File: src/hdl/llc_pkg.sv
// llc_pkg: shared types, constants and helpers for the lane obstacle counter
// used by the channel interfaces, the controller, the datapath and the top level
`timescale 1ns / 1ps
`default_nettype none

package llc_pkg;

  localparam int MAX_GAP_INDEX_DEF = 19;

  localparam int CFG_IDX_W  = 3;
  localparam int CFG_DATA_W = 20;

  localparam int AHEAD_NEAR = 250;
  localparam int AHEAD_FAR  = 1000;
  localparam int SIDE_INSET = 150;
  localparam int Q14_HALF   = 8192;

  localparam logic signed [15:0] Q14_POS = 16'sd16384;
  localparam logic signed [15:0] Q14_NEG = -16'sd16384;
  localparam logic signed [15:0] COS_POS = 16'sd11586;
  localparam logic signed [15:0] COS_NEG = -16'sd11586;

  localparam logic signed [31:0] POS_MIN = -32'sd524288;
  localparam logic signed [31:0] POS_MAX = 32'sd524287;

  localparam logic [15:0] HITS_MAX     = 16'hFFFF;
  localparam logic [15:0] THRESH_RESET = 16'd10;

  typedef enum logic [CFG_IDX_W-1:0] {
    CFG_FIELD_START_X = 3'd0,
    CFG_FIELD_START_Y = 3'd1,
    CFG_ROW_LENGTH    = 3'd2,
    CFG_ROW_WIDTH     = 3'd3,
    CFG_GAP_WIDTH     = 3'd4,
    CFG_HIT_THRESHOLD = 3'd5
  } cfg_index_t;

  typedef enum logic [1:0] {
    BOX_NONE = 2'd0,
    BOX_UP   = 2'd1,
    BOX_DOWN = 2'd2
  } box_mode_t;

  typedef enum logic [2:0] {
    S_IDLE,
    S_SEARCH,
    S_MODE,
    S_MUL,
    S_ACC,
    S_EMIT
  } state_t;

  typedef struct packed {
    logic               req_type;
    logic signed [19:0] pose_x;
    logic signed [19:0] pose_y;
    logic signed [15:0] heading_cos;
    logic signed [15:0] heading_sin;
    logic signed [15:0] point_x;
    logic signed [15:0] point_y;
    logic               last_point;
  } in_item_t;

  typedef struct packed {
    logic               blocked;
    logic [15:0]        hit_count;
    logic signed [19:0] box_centre_x;
    logic signed [19:0] box_centre_y;
    logic               box_active;
  } out_item_t;

  typedef struct packed {
    logic load;
    logic search;
    logic set_box;
    logic mul;
    logic acc;
    logic emit;
  } cmd_t;

  typedef struct packed {
    logic in_point;
    logic last;
    logic gap_found;
    logic gap_end;
    logic out_free;
  } status_t;

  // clamp to the 20 bit signed position range
  function automatic logic signed [19:0] sat20(input logic signed [31:0] v);
    logic signed [19:0] r;
    if (v < POS_MIN) begin
      r = POS_MIN[19:0];
    end else if (v > POS_MAX) begin
      r = POS_MAX[19:0];
    end else begin
      r = v[19:0];
    end
    return r;
  endfunction

endpackage

`default_nettype wire

File: src/hdl/llc_if.sv
// llc_if: valid/ready channel interfaces for pose/point items and result items
// depends on llc_pkg for the payload structs
`timescale 1ns / 1ps
`default_nettype none

interface llc_in_if;
  logic               valid;
  logic               ready;
  llc_pkg::in_item_t  data;

  modport source (output valid, output data, input ready);
  modport sink (input valid, input data, output ready);
endinterface

interface llc_out_if;
  logic               valid;
  logic               ready;
  llc_pkg::out_item_t data;

  modport source (output valid, output data, input ready);
  modport sink (input valid, input data, output ready);
endinterface

`default_nettype wire

File: src/hdl/llc_ctrl.sv
// llc_ctrl: sequencer for scan start (gap search, box set) and point items
// depends on llc_pkg for state, command and status types
`timescale 1ns / 1ps
`default_nettype none

module llc_ctrl (
  input  wire logic            clk,
  input  wire logic            rst_n,
  input  wire logic            in_valid,
  output logic                 in_ready,
  input  wire llc_pkg::status_t status,
  output llc_pkg::cmd_t        cmd
);

  llc_pkg::state_t state_r, state_nxt;

  always_ff @(posedge clk) begin
    if (!rst_n) begin
      state_r <= llc_pkg::S_IDLE;
    end else begin
      state_r <= state_nxt;
    end
  end

  always_comb begin
    state_nxt = state_r;
    case (state_r)
      llc_pkg::S_IDLE: begin
        if (in_valid) begin
          state_nxt = status.in_point ? llc_pkg::S_MUL : llc_pkg::S_SEARCH;
        end
      end
      llc_pkg::S_SEARCH: begin
        if (status.gap_found) begin
          state_nxt = llc_pkg::S_MODE;
        end else if (status.gap_end) begin
          state_nxt = llc_pkg::S_IDLE;
        end
      end
      llc_pkg::S_MODE: state_nxt = llc_pkg::S_IDLE;
      llc_pkg::S_MUL:  state_nxt = llc_pkg::S_ACC;
      llc_pkg::S_ACC: begin
        state_nxt = status.last ? llc_pkg::S_EMIT : llc_pkg::S_IDLE;
      end
      llc_pkg::S_EMIT: begin
        if (status.out_free) begin
          state_nxt = llc_pkg::S_IDLE;
        end
      end
      default: state_nxt = llc_pkg::S_IDLE;
    endcase
  end

  always_comb begin
    cmd      = '0;
    in_ready = 1'b0;
    case (state_r)
      llc_pkg::S_IDLE: begin
        in_ready = 1'b1;
        cmd.load = in_valid;
      end
      llc_pkg::S_SEARCH: cmd.search  = 1'b1;
      llc_pkg::S_MODE:   cmd.set_box = 1'b1;
      llc_pkg::S_MUL:    cmd.mul     = 1'b1;
      llc_pkg::S_ACC:    cmd.acc     = 1'b1;
      llc_pkg::S_EMIT:   cmd.emit    = status.out_free;
      default: begin
        cmd      = '0;
        in_ready = 1'b0;
      end
    endcase
  end

endmodule

`default_nettype wire

File: src/hdl/llc_datapath.sv
// llc_datapath: config registers, gap search adder, box bounds, point rotation
// and hit counter, result register; depends on llc_pkg
`timescale 1ns / 1ps
`default_nettype none

module llc_datapath #(
  parameter int MAX_GAP_INDEX = llc_pkg::MAX_GAP_INDEX_DEF
) (
  input  wire logic                              clk,
  input  wire logic                              rst_n,
  input  wire logic                              cfg_we,
  input  wire logic [llc_pkg::CFG_IDX_W-1:0]     cfg_index,
  input  wire logic [llc_pkg::CFG_DATA_W-1:0]    cfg_wdata,
  input  wire llc_pkg::in_item_t                 in_item,
  input  wire llc_pkg::cmd_t                     cmd,
  output llc_pkg::status_t                       status,
  output llc_pkg::out_item_t                     out_item,
  output logic                                   out_valid,
  input  wire logic                              out_ready
);

  localparam int GW = $clog2(MAX_GAP_INDEX + 1);
  localparam int LW = GW + 21;
  localparam int YW = 23;

  // configuration
  logic signed [19:0] fsx_r, fsy_r;
  logic [18:0]        row_len_r;
  logic [15:0]        row_w_r, gap_w_r, thr_r;

  // scan state
  logic signed [19:0]  veh_x_r, veh_y_r;
  logic signed [15:0]  cos_r, sin_r;
  llc_pkg::box_mode_t  box_mode_r;
  logic signed [19:0]  box_xlo_r, box_xhi_r, box_ylo_r, box_yhi_r;
  logic [15:0]         hits_r;

  // gap search
  logic signed [LW-1:0] left_r;
  logic [GW-1:0]        gap_idx_r;

  // point pipeline
  logic signed [15:0] px_r, py_r;
  logic               last_r;
  logic signed [31:0] p_yc_r, p_xs_r, p_ys_r, p_xc_r;

  llc_pkg::out_item_t out_r;
  logic               out_valid_r;

  always_ff @(posedge clk) begin
    if (!rst_n) begin
      fsx_r     <= '0;
      fsy_r     <= '0;
      row_len_r <= '0;
      row_w_r   <= '0;
      gap_w_r   <= '0;
      thr_r     <= llc_pkg::THRESH_RESET;
    end else if (cfg_we) begin
      case (llc_pkg::cfg_index_t'(cfg_index))
        llc_pkg::CFG_FIELD_START_X: fsx_r     <= cfg_wdata;
        llc_pkg::CFG_FIELD_START_Y: fsy_r     <= cfg_wdata;
        llc_pkg::CFG_ROW_LENGTH:    row_len_r <= cfg_wdata[18:0];
        llc_pkg::CFG_ROW_WIDTH:     row_w_r   <= cfg_wdata[15:0];
        llc_pkg::CFG_GAP_WIDTH:     gap_w_r   <= cfg_wdata[15:0];
        llc_pkg::CFG_HIT_THRESHOLD: thr_r     <= cfg_wdata[15:0];
        default: ;
      endcase
    end
  end

  // gap sides: one gap tested per search step
  logic signed [LW-1:0] vx_ext, row_ext, gap_ext, right_w;
  logic                 gap_found, gap_end;

  assign vx_ext    = LW'(veh_x_r);
  assign row_ext   = LW'(row_w_r);
  assign gap_ext   = LW'(gap_w_r);
  assign right_w   = left_r + gap_ext;
  assign gap_found = (vx_ext > left_r) && (vx_ext < right_w);
  assign gap_end   = gap_idx_r == GW'(MAX_GAP_INDEX);

  // box bounds from the found gap and the heading
  logic signed [YW-1:0] vy_ext, sy_ext, len_ext, up_hi, dn_lo, dn_hi;
  logic                 head_ok, up_ok, dn_ok;
  logic signed [31:0]   xlo_w, xhi_w;

  assign vy_ext  = YW'(veh_y_r);
  assign sy_ext  = YW'(fsy_r);
  assign len_ext = YW'(row_len_r);
  assign up_hi   = sy_ext + len_ext - YW'(llc_pkg::AHEAD_FAR);
  assign dn_lo   = sy_ext + YW'(llc_pkg::AHEAD_FAR);
  assign dn_hi   = sy_ext + len_ext;
  assign head_ok = (cos_r >= llc_pkg::Q14_NEG) && (cos_r <= llc_pkg::Q14_POS) &&
                   (sin_r >= llc_pkg::Q14_NEG) && (sin_r <= llc_pkg::Q14_POS);
  assign up_ok   = head_ok && (cos_r >= llc_pkg::COS_POS) &&
                   (vy_ext > sy_ext) && (vy_ext < up_hi);
  assign dn_ok   = head_ok && (cos_r <= llc_pkg::COS_NEG) &&
                   (vy_ext > dn_lo) && (vy_ext < dn_hi);
  assign xlo_w   = 32'(left_r) + 32'(llc_pkg::SIDE_INSET);
  assign xhi_w   = 32'(right_w) - 32'(llc_pkg::SIDE_INSET);

  // rotated offsets rounded to whole millimetres, halves up
  logic signed [32:0] dx_sum, dy_sum, dx_rnd, dy_rnd;
  logic signed [18:0] dx, dy;
  logic signed [20:0] tx, ty;
  logic               hit;

  assign dx_sum = 33'(p_yc_r) - 33'(p_xs_r);
  assign dy_sum = 33'(p_ys_r) + 33'(p_xc_r);
  assign dx_rnd = dx_sum + 33'(llc_pkg::Q14_HALF);
  assign dy_rnd = dy_sum + 33'(llc_pkg::Q14_HALF);
  assign dx     = dx_rnd[32:14];
  assign dy     = dy_rnd[32:14];
  assign tx     = 21'(veh_x_r) + 21'(dx);
  assign ty     = 21'(veh_y_r) + 21'(dy);
  assign hit    = (box_mode_r != llc_pkg::BOX_NONE) &&
                  (tx > 21'(box_xlo_r)) && (tx < 21'(box_xhi_r)) &&
                  (ty > 21'(box_ylo_r)) && (ty < 21'(box_yhi_r));

  always_ff @(posedge clk) begin
    if (!rst_n) begin
      veh_x_r    <= '0;
      veh_y_r    <= '0;
      cos_r      <= '0;
      sin_r      <= '0;
      box_mode_r <= llc_pkg::BOX_NONE;
      box_xlo_r  <= '0;
      box_xhi_r  <= '0;
      box_ylo_r  <= '0;
      box_yhi_r  <= '0;
      hits_r     <= '0;
      gap_idx_r  <= '0;
    end else begin
      if (cmd.load && !in_item.req_type) begin
        veh_x_r    <= in_item.pose_x;
        veh_y_r    <= in_item.pose_y;
        cos_r      <= in_item.heading_cos;
        sin_r      <= in_item.heading_sin;
        box_mode_r <= llc_pkg::BOX_NONE;
        box_xlo_r  <= '0;
        box_xhi_r  <= '0;
        box_ylo_r  <= '0;
        box_yhi_r  <= '0;
        hits_r     <= '0;
        gap_idx_r  <= GW'(1);
      end
      if (cmd.search && !gap_found && !gap_end) begin
        gap_idx_r <= gap_idx_r + GW'(1);
      end
      if (cmd.set_box && (up_ok || dn_ok)) begin
        box_mode_r <= up_ok ? llc_pkg::BOX_UP : llc_pkg::BOX_DOWN;
        box_xlo_r  <= llc_pkg::sat20(xlo_w);
        box_xhi_r  <= llc_pkg::sat20(xhi_w);
        if (up_ok) begin
          box_ylo_r <= llc_pkg::sat20(32'(vy_ext) + 32'(llc_pkg::AHEAD_NEAR));
          box_yhi_r <= llc_pkg::sat20(32'(vy_ext) + 32'(llc_pkg::AHEAD_FAR));
        end else begin
          box_ylo_r <= llc_pkg::sat20(32'(vy_ext) - 32'(llc_pkg::AHEAD_FAR));
          box_yhi_r <= llc_pkg::sat20(32'(vy_ext) - 32'(llc_pkg::AHEAD_NEAR));
        end
      end
      if (cmd.acc && hit && (hits_r != llc_pkg::HITS_MAX)) begin
        hits_r <= hits_r + 16'd1;
      end
    end
  end

  // search walker and point operands carry no reset
  always_ff @(posedge clk) begin
    if (cmd.load && !in_item.req_type) begin
      left_r <= LW'(fsx_r) + row_ext;
    end else if (cmd.search && !gap_found && !gap_end) begin
      left_r <= left_r + row_ext + gap_ext;
    end
    if (cmd.load) begin
      px_r   <= in_item.point_x;
      py_r   <= in_item.point_y;
      last_r <= in_item.last_point;
    end
    if (cmd.mul) begin
      p_yc_r <= py_r * cos_r;
      p_xs_r <= px_r * sin_r;
      p_ys_r <= py_r * sin_r;
      p_xc_r <= px_r * cos_r;
    end
  end

  logic signed [20:0] cx_sum, cy_sum;
  logic               active;

  assign cx_sum = 21'(box_xlo_r) + 21'(box_xhi_r);
  assign cy_sum = 21'(box_ylo_r) + 21'(box_yhi_r);
  assign active = box_mode_r != llc_pkg::BOX_NONE;

  always_ff @(posedge clk) begin
    if (!rst_n) begin
      out_valid_r <= 1'b0;
    end else if (cmd.emit) begin
      out_valid_r <= 1'b1;
    end else if (out_ready) begin
      out_valid_r <= 1'b0;
    end
  end

  always_ff @(posedge clk) begin
    if (cmd.emit) begin
      out_r.blocked      <= hits_r > thr_r;
      out_r.hit_count    <= hits_r;
      out_r.box_centre_x <= active ? cx_sum[20:1] : '0;
      out_r.box_centre_y <= active ? cy_sum[20:1] : '0;
      out_r.box_active   <= active;
    end
  end

  assign out_item  = out_r;
  assign out_valid = out_valid_r;

  assign status.in_point  = in_item.req_type;
  assign status.last      = last_r;
  assign status.gap_found = gap_found;
  assign status.gap_end   = gap_end;
  assign status.out_free  = !out_valid_r || out_ready;

  a_hits_src: assert property (@(posedge clk) disable iff (!rst_n)
    (hits_r != $past(hits_r)) |-> ($past(cmd.acc) || $past(cmd.load)))
    else $error("hit count changed outside a point or scan start");

  a_box_src: assert property (@(posedge clk) disable iff (!rst_n)
    (box_mode_r != $past(box_mode_r)) |-> ($past(cmd.set_box) || $past(cmd.load)))
    else $error("box mode changed outside box setup");

  a_emit_free: assert property (@(posedge clk) disable iff (!rst_n)
    cmd.emit |-> (!out_valid_r || out_ready))
    else $error("result overwrote an item not yet taken");

endmodule

`default_nettype wire

File: src/hdl/lidar_lane_obstacle_counter.sv
// lidar_lane_obstacle_counter: top level, joins the controller and the datapath
// depends on llc_pkg, llc_if, llc_ctrl and llc_datapath
//
// A scan start item (req_type 0) latches the pose and searches the gaps between
// rows one gap per cycle, then, when the vehicle sits in a gap and heading and
// position allow it, sets the detection box; it returns nothing. A lidar point
// item (req_type 1) is accepted, then the four 16x16 rotation products are
// registered, then round, translate, box compare and count follow. A point with
// last_point set then loads the result register once the previous result has
// been taken; the register holds the result until taken while the next item is
// accepted. Configuration is written through cfg_we, cfg_index and cfg_wdata
// while the block is idle; the block itself does not enforce this.
`timescale 1ns / 1ps
`default_nettype none

module lidar_lane_obstacle_counter #(
  parameter int MAX_GAP_INDEX = llc_pkg::MAX_GAP_INDEX_DEF
) (
  input  wire logic                           clk,
  input  wire logic                           rst_n,
  llc_in_if.sink                              in_ch,
  llc_out_if.source                           out_ch,
  input  wire logic                           cfg_we,
  input  wire logic [llc_pkg::CFG_IDX_W-1:0]  cfg_index,
  input  wire logic [llc_pkg::CFG_DATA_W-1:0] cfg_wdata
);

  llc_pkg::cmd_t      cmd;
  llc_pkg::status_t   status;
  llc_pkg::out_item_t out_item;
  logic               in_ready;
  logic               out_valid;

  llc_ctrl u_ctrl (
    .clk      (clk),
    .rst_n    (rst_n),
    .in_valid (in_ch.valid),
    .in_ready (in_ready),
    .status   (status),
    .cmd      (cmd)
  );

  llc_datapath #(
    .MAX_GAP_INDEX (MAX_GAP_INDEX)
  ) u_datapath (
    .clk       (clk),
    .rst_n     (rst_n),
    .cfg_we    (cfg_we),
    .cfg_index (cfg_index),
    .cfg_wdata (cfg_wdata),
    .in_item   (in_ch.data),
    .cmd       (cmd),
    .status    (status),
    .out_item  (out_item),
    .out_valid (out_valid),
    .out_ready (out_ch.ready)
  );

  assign in_ch.ready  = in_ready;
  assign out_ch.valid = out_valid;
  assign out_ch.data  = out_item;

endmodule

`default_nettype wire

File: src/flat_wrapper.sv
// flat-port wrapper written by rule: the top's interface ports become plain ports
module lidar_lane_obstacle_counter_flat 
#(
  parameter int MAX_GAP_INDEX = llc_pkg::MAX_GAP_INDEX_DEF
)
  (clk, rst_n, cfg_we, cfg_index, cfg_wdata, in_ch_valid, in_ch_data, in_ch_ready, out_ch_valid, out_ch_data, out_ch_ready);
  llc_in_if in_ch_i ();
  llc_out_if out_ch_i ();
  input  wire logic clk;
  input  wire logic rst_n;
  input  wire logic cfg_we;
  input  wire logic [llc_pkg::CFG_IDX_W-1:0] cfg_index;
  input  wire logic [llc_pkg::CFG_DATA_W-1:0] cfg_wdata;
  input wire logic [$bits(in_ch_i.valid)-1:0] in_ch_valid;
  input wire logic [$bits(in_ch_i.data)-1:0] in_ch_data;
  output wire logic [$bits(in_ch_i.ready)-1:0] in_ch_ready;
  output wire logic [$bits(out_ch_i.valid)-1:0] out_ch_valid;
  output wire logic [$bits(out_ch_i.data)-1:0] out_ch_data;
  input wire logic [$bits(out_ch_i.ready)-1:0] out_ch_ready;
  assign in_ch_i.valid = in_ch_valid;
  assign in_ch_i.data = in_ch_data;
  assign in_ch_ready = in_ch_i.ready;
  assign out_ch_valid = out_ch_i.valid;
  assign out_ch_data = out_ch_i.data;
  assign out_ch_i.ready = out_ch_ready;
  lidar_lane_obstacle_counter #(.MAX_GAP_INDEX(MAX_GAP_INDEX)) u_core (.clk(clk), .rst_n(rst_n), .in_ch(in_ch_i), .out_ch(out_ch_i), .cfg_we(cfg_we), .cfg_index(cfg_index), .cfg_wdata(cfg_wdata));
endmodule
File: config.mk
export PLATFORM = sky130hd
export DESIGN_NAME = lidar_lane_obstacle_counter_flat
export DESIGN_NICKNAME = d
export VERILOG_FILES = /design/src/hdl/llc_pkg.sv /design/src/hdl/llc_if.sv /design/src/hdl/llc_ctrl.sv /design/src/hdl/llc_datapath.sv /design/src/hdl/lidar_lane_obstacle_counter.sv /design/src/flat_wrapper.sv
export SDC_FILE = /design/constraint.sdc
export NUM_CORES = 2
export LEC_CHECK = 0
export ABC_AREA = 0
export ABC_CLOCK_PERIOD_IN_PS = 22000
export BUFFER_PORTS_ARGS = -buffer_cell sky130_fd_sc_hd__buf_4
export CORE_MARGIN = 1.5
export CORE_UTILIZATION = 70
export DETAILED_ROUTE_END_ITERATION = 10
export PLACE_DENSITY_LB_ADDON = 0.25
export SYNTH_ARGS = -nofsm -noshare
export SYNTH_HDL_FRONTEND = slang
export SYNTH_SLANG_ARGS = --single-unit
File: constraint.sdc
create_clock -name clk -period 22 [get_ports clk]
set_input_delay 0 -clock clk [delete_from_list [all_inputs] [get_ports clk]]
set_output_delay 0 -clock clk [all_outputs]
set_load 0.01 [all_outputs]
==> flow_metrics.env <==
export IMPL_post_route_period_util=0.361
export IMPL_cts_tree="yes"
export IMPL_die_height_um=334
export IMPL_synthArstFlopShare=0
export IMPL_cts_sinks=531
export IMPL_fin_worst_skew_ns=0.0341
export IMPL_finalPower_uw=5450
export IMPL_post_route_min_period_ns=7.94
export IMPL_maxSlewHeadroom=0.147
export IMPL_antenna_found_initial=2
export IMPL_dp_hpwl_mm=164
export IMPL_drcViolationCount=0
export IMPL_routed_wl_mm=220
export IMPL_start_kind="flip-flop"
export IMPL_r2r_start="u_core.u_datapath.p_ys_r[6]"
export IMPL_drive_above_1_share=0.0538
export IMPL_slew_violations=0
export IMPL_max_stage_delay_ns=0.47
export IMPL_fin_nets=10900
export IMPL_core_area_um2=109000
export IMPL_die_x_um=334
export IMPL_syn2layout_area_growth_pct=8.18
export IMPL_vias=63100
export IMPL_power_density_nw_per_um2=65.6
export IMPL_cp_data_required_time_ns=22.54
export IMPL_gr_usage_all_layers=0.400
export IMPL_cellLeakagePower_uw=0.0375
export IMPL_cts_max_path_buffers=3
export IMPL_synth_top_family_by_area="adder cells"
export IMPL_synth_edff_count=245
export IMPL_synth_compound_area_frac=0.116
export IMPL_hold_depth=2
export IMPL_slowest_stage="o41ai_1"
export IMPL_rsz0062_at_grt="false"
export IMPL_wl_per_cell_um=21.4
export IMPL_cts_htree_levels=3
export IMPL_status="complete, no violations"
export IMPL_end_kind="flip-flop"
export IMPL_cts_buffers=67
export IMPL_gp_congestion=0.973
export IMPL_ff2ff_setup_slack_ns=14.06
export IMPL_first_pass_iters=6
export IMPL_min_delay_start="in_ch_data[31]"
export IMPL_ys_flop_type="dfxtp_1"
export IMPL_synth_area_per_cell_um2=8.86
export IMPL_clk_pin_slew_ns=0.06
export IMPL_synthMuxAreaShare=0.00197
export IMPL_yosysWarnings=0
export IMPL_synthAdderAreaFrac=0.416
export IMPL_ant_nets=0
export IMPL_cp_max_fo=14
export IMPL_irDropWorstVdd_mv=0.0726
export IMPL_path_common_cell="o21ai_0"
export IMPL_holdPathEnd="u_core.u_datapath.px_r[14]"
export IMPL_syn_area_um2=76900
export IMPL_start_util=0.706
export IMPL_yosys_area_share_simple=0.162
export IMPL_hold_class="in2reg"
export IMPL_worstReg2RegEnd="u_core.u_datapath.hits_r[2]"
export IMPL_dieArea_um2=112000
export IMPL_setup_viol=0
export IMPL_ys_types=99
export IMPL_synth_nets=10700
export IMPL_grt_max_degree=106
export IMPL_ff2ff_path_depth=33
export IMPL_via_per_inst=6.14
export IMPL_grt_pass1_vias=66300
export IMPL_overflow=0
export IMPL_critPathArrivalTime_ns=8.48
export IMPL_seq_area_frac_synth=0.170
export IMPL_cts_root_buf="clkbuf_16"
export IMPL_cap_violations=0
export IMPL_syn_inst=8679
export IMPL_synth_xor_area_frac=0.0454
export IMPL_io_pin_count=194
export IMPL_clock_latency_ns=0.67
export IMPL_fin_util=0.764
export IMPL_portBuffers=193
export IMPL_rows=121
export IMPL_drt_iter0_markers=5233
export IMPL_fmax_mhz=126
export IMPL_grt_pass1_wl_mm=350
export IMPL_hold_viol=0
export IMPL_worstSetupPathType="reg2reg"
export IMPL_tightest_slew_ns=1.27
export IMPL_synth_seq_cells=531
export IMPL_fin_tns_setup_ns=0
==> logic make-up after synthesis <==
logic type	after synthesis
flops	531
compound gates	1393
buf+inv	1810
xor+xnor	395
mux	15
simple gates	2622
fa+ha+maj	1913
==> cell type report <==
type | count | area [um^2]
multi-input combinational | 6338 | 57000
clock inverter | 27 | 340
fill | 7583 | 25700
timing repair buffer | 429 | 3550
clock buffer | 94 | 1960
antenna | 2 | 5.00
tap | 1414 | 1770
inverter | 1441 | 5420
sequential | 531 | 13100
==> worst max-delay path by stage <==
stage	to	slack, ns	cells after the start	startpoint
5_1_grt	u_core.u_datapath.hits_r[2]	13.37	33	u_core.u_datapath.p_ys_r[6]
3_5_place_dp	u_core.u_datapath.hits_r[2]	14.15	33	u_core.u_datapath.p_ys_r[6]
6_report	u_core.u_datapath.hits_r[2]	14.06	33	u_core.u_datapath.p_ys_r[6]
4_1_cts	u_core.u_datapath.hits_r[2]	14.07	33	u_core.u_datapath.p_ys_r[6]
3_3_place_gp	u_core.u_datapath.hits_r[2]	14.25	31	u_core.u_datapath.p_ys_r[7]
2_1_floorplan	u_core.u_datapath.hits_r[10]	14.85	30	u_core.u_datapath.p_yc_r[6]
==> sequential cells by signal (all words and copies together), names as in the netlist, 26 cells and up <==
| name | flops |
|---|---|
| u_core.u_datapath.p_xc_r | 32 |
| u_core.u_datapath.p_ys_r | 32 |
| u_core.u_datapath.out_item | 58 |
| u_core.u_datapath.left_r | 26 |
| u_core.u_datapath.p_yc_r | 32 |
| u_core.u_datapath.p_xs_r | 32 |
==> critical path: cells and delay by family (launching register included) <==
family	cells	cell delay, ns
AOI/OAI and AO/OA	19	4.79
xor gates and xnor gates	1	0.10
and+or+nand+nor	6	1.08
buffers and inverters	2	0.30
adders and majority gates	5	1.18
DFF	1	0.37
==> Yosys cell counts (14+ instances only) <==
master       n  area share
fa_1      1072        0.28
o21a_1      64      0.0063
mux2i_1     14      0.0018
nor3_1     114      0.0074
a21boi_0    17      0.0017
nand4_1     68      0.0055
o21ai_1     18      0.0012
o21bai_1    29      0.0028
o21ai_0    217       0.014
dfxtp_1    286       0.074
a21oi_1    533       0.035
nand2_1   1156       0.056
o211ai_1    32      0.0031
a211o_1     19      0.0022
xnor2_1    281       0.032
a31oi_1     44      0.0036
and3_1      52      0.0042
o31ai_1     17      0.0017
or2_2       22      0.0018
ha_1       841        0.14
nor4_1      19      0.0015
a21o_1     146       0.014
nand2b_1   107      0.0087
o22ai_1     16      0.0013
and2_1     459       0.037
or3_1       38      0.0031
edfxtp_1   245       0.096
inv_1     1438       0.070
clkbuf_1   354       0.017
nor2_1     338       0.017
a211oi_1    56      0.0055
nor2b_1     62      0.0050
nand3_1    129      0.0084
a31o_2      15      0.0017
xor2_1     110       0.013
==> routing by layer <==
metal	wire [um]	track usage	share of wire	vias up
li1	-	-	-	28300
met1	80800	0.491	0.37	30700
met2	102000	0.653	0.47	3262
met3	20400	0.0701	0.093	790
met4	15900	0.262	0.072	2
met5	12	0	0.000055	-
==> power by group <==
| group | switching [uW] | internal (uW) |
|---|---|---|
| Combinational | 1830 | 1190 |
| Sequential | 88.8 | 1170 |
| Clock | 483 | 698 |
==> through the flow <==
step                hold WS [ns]  setup slack, ns  cells  cell area, um^2
floorplan                 0.0989            14.85   8679            76900
global placement           0.178            14.25  10000            79500
CTS                       0.0284            14.07  10300            83100
global route              0.0588            13.37  10300            83200
detailed placement         0.179            14.15  10000            79500
finish                    0.0501            14.06  10300            83200
==> cells in the final DEF, fill, tap and decap left out, types with 16 or more instances in the layout <==
cell type         n
edfxtp_1        245
o21ai_1          18
and2_1          458
o211ai_1         32
or2_2            22
o31ai_1          17
a21boi_0         17
dlygate4sd3_1   130
buf_4           299
o21a_1           64
a211o_1          19
nand3_1         129
a211oi_1         56
and3_1           52
xor2_1          110
nand2_1        1156
inv_1          1437
dfxtp_1         285
nor2_1          336
clkbuf_16        72
o21bai_1         29
nor2b_1          61
nand2b_1        106
a21o_1          146
o21ai_0         217
fa_1           1072
or3_1            38
a21oi_1         532
ha_1            841
o22ai_1          16
nand4_1          68
nor3_1          112
xnor2_1         281
a31oi_1          44
nor4_1           19
==> repair_timing <==
item / 4_1_cts / 5_1_grt
resized for setup: 0 / 0
endpoints found under the hold margin: 226 / 0
setup buffers: 0 / 0
hold buffers: 130 / 0
(Power assumes the default switching activity.)
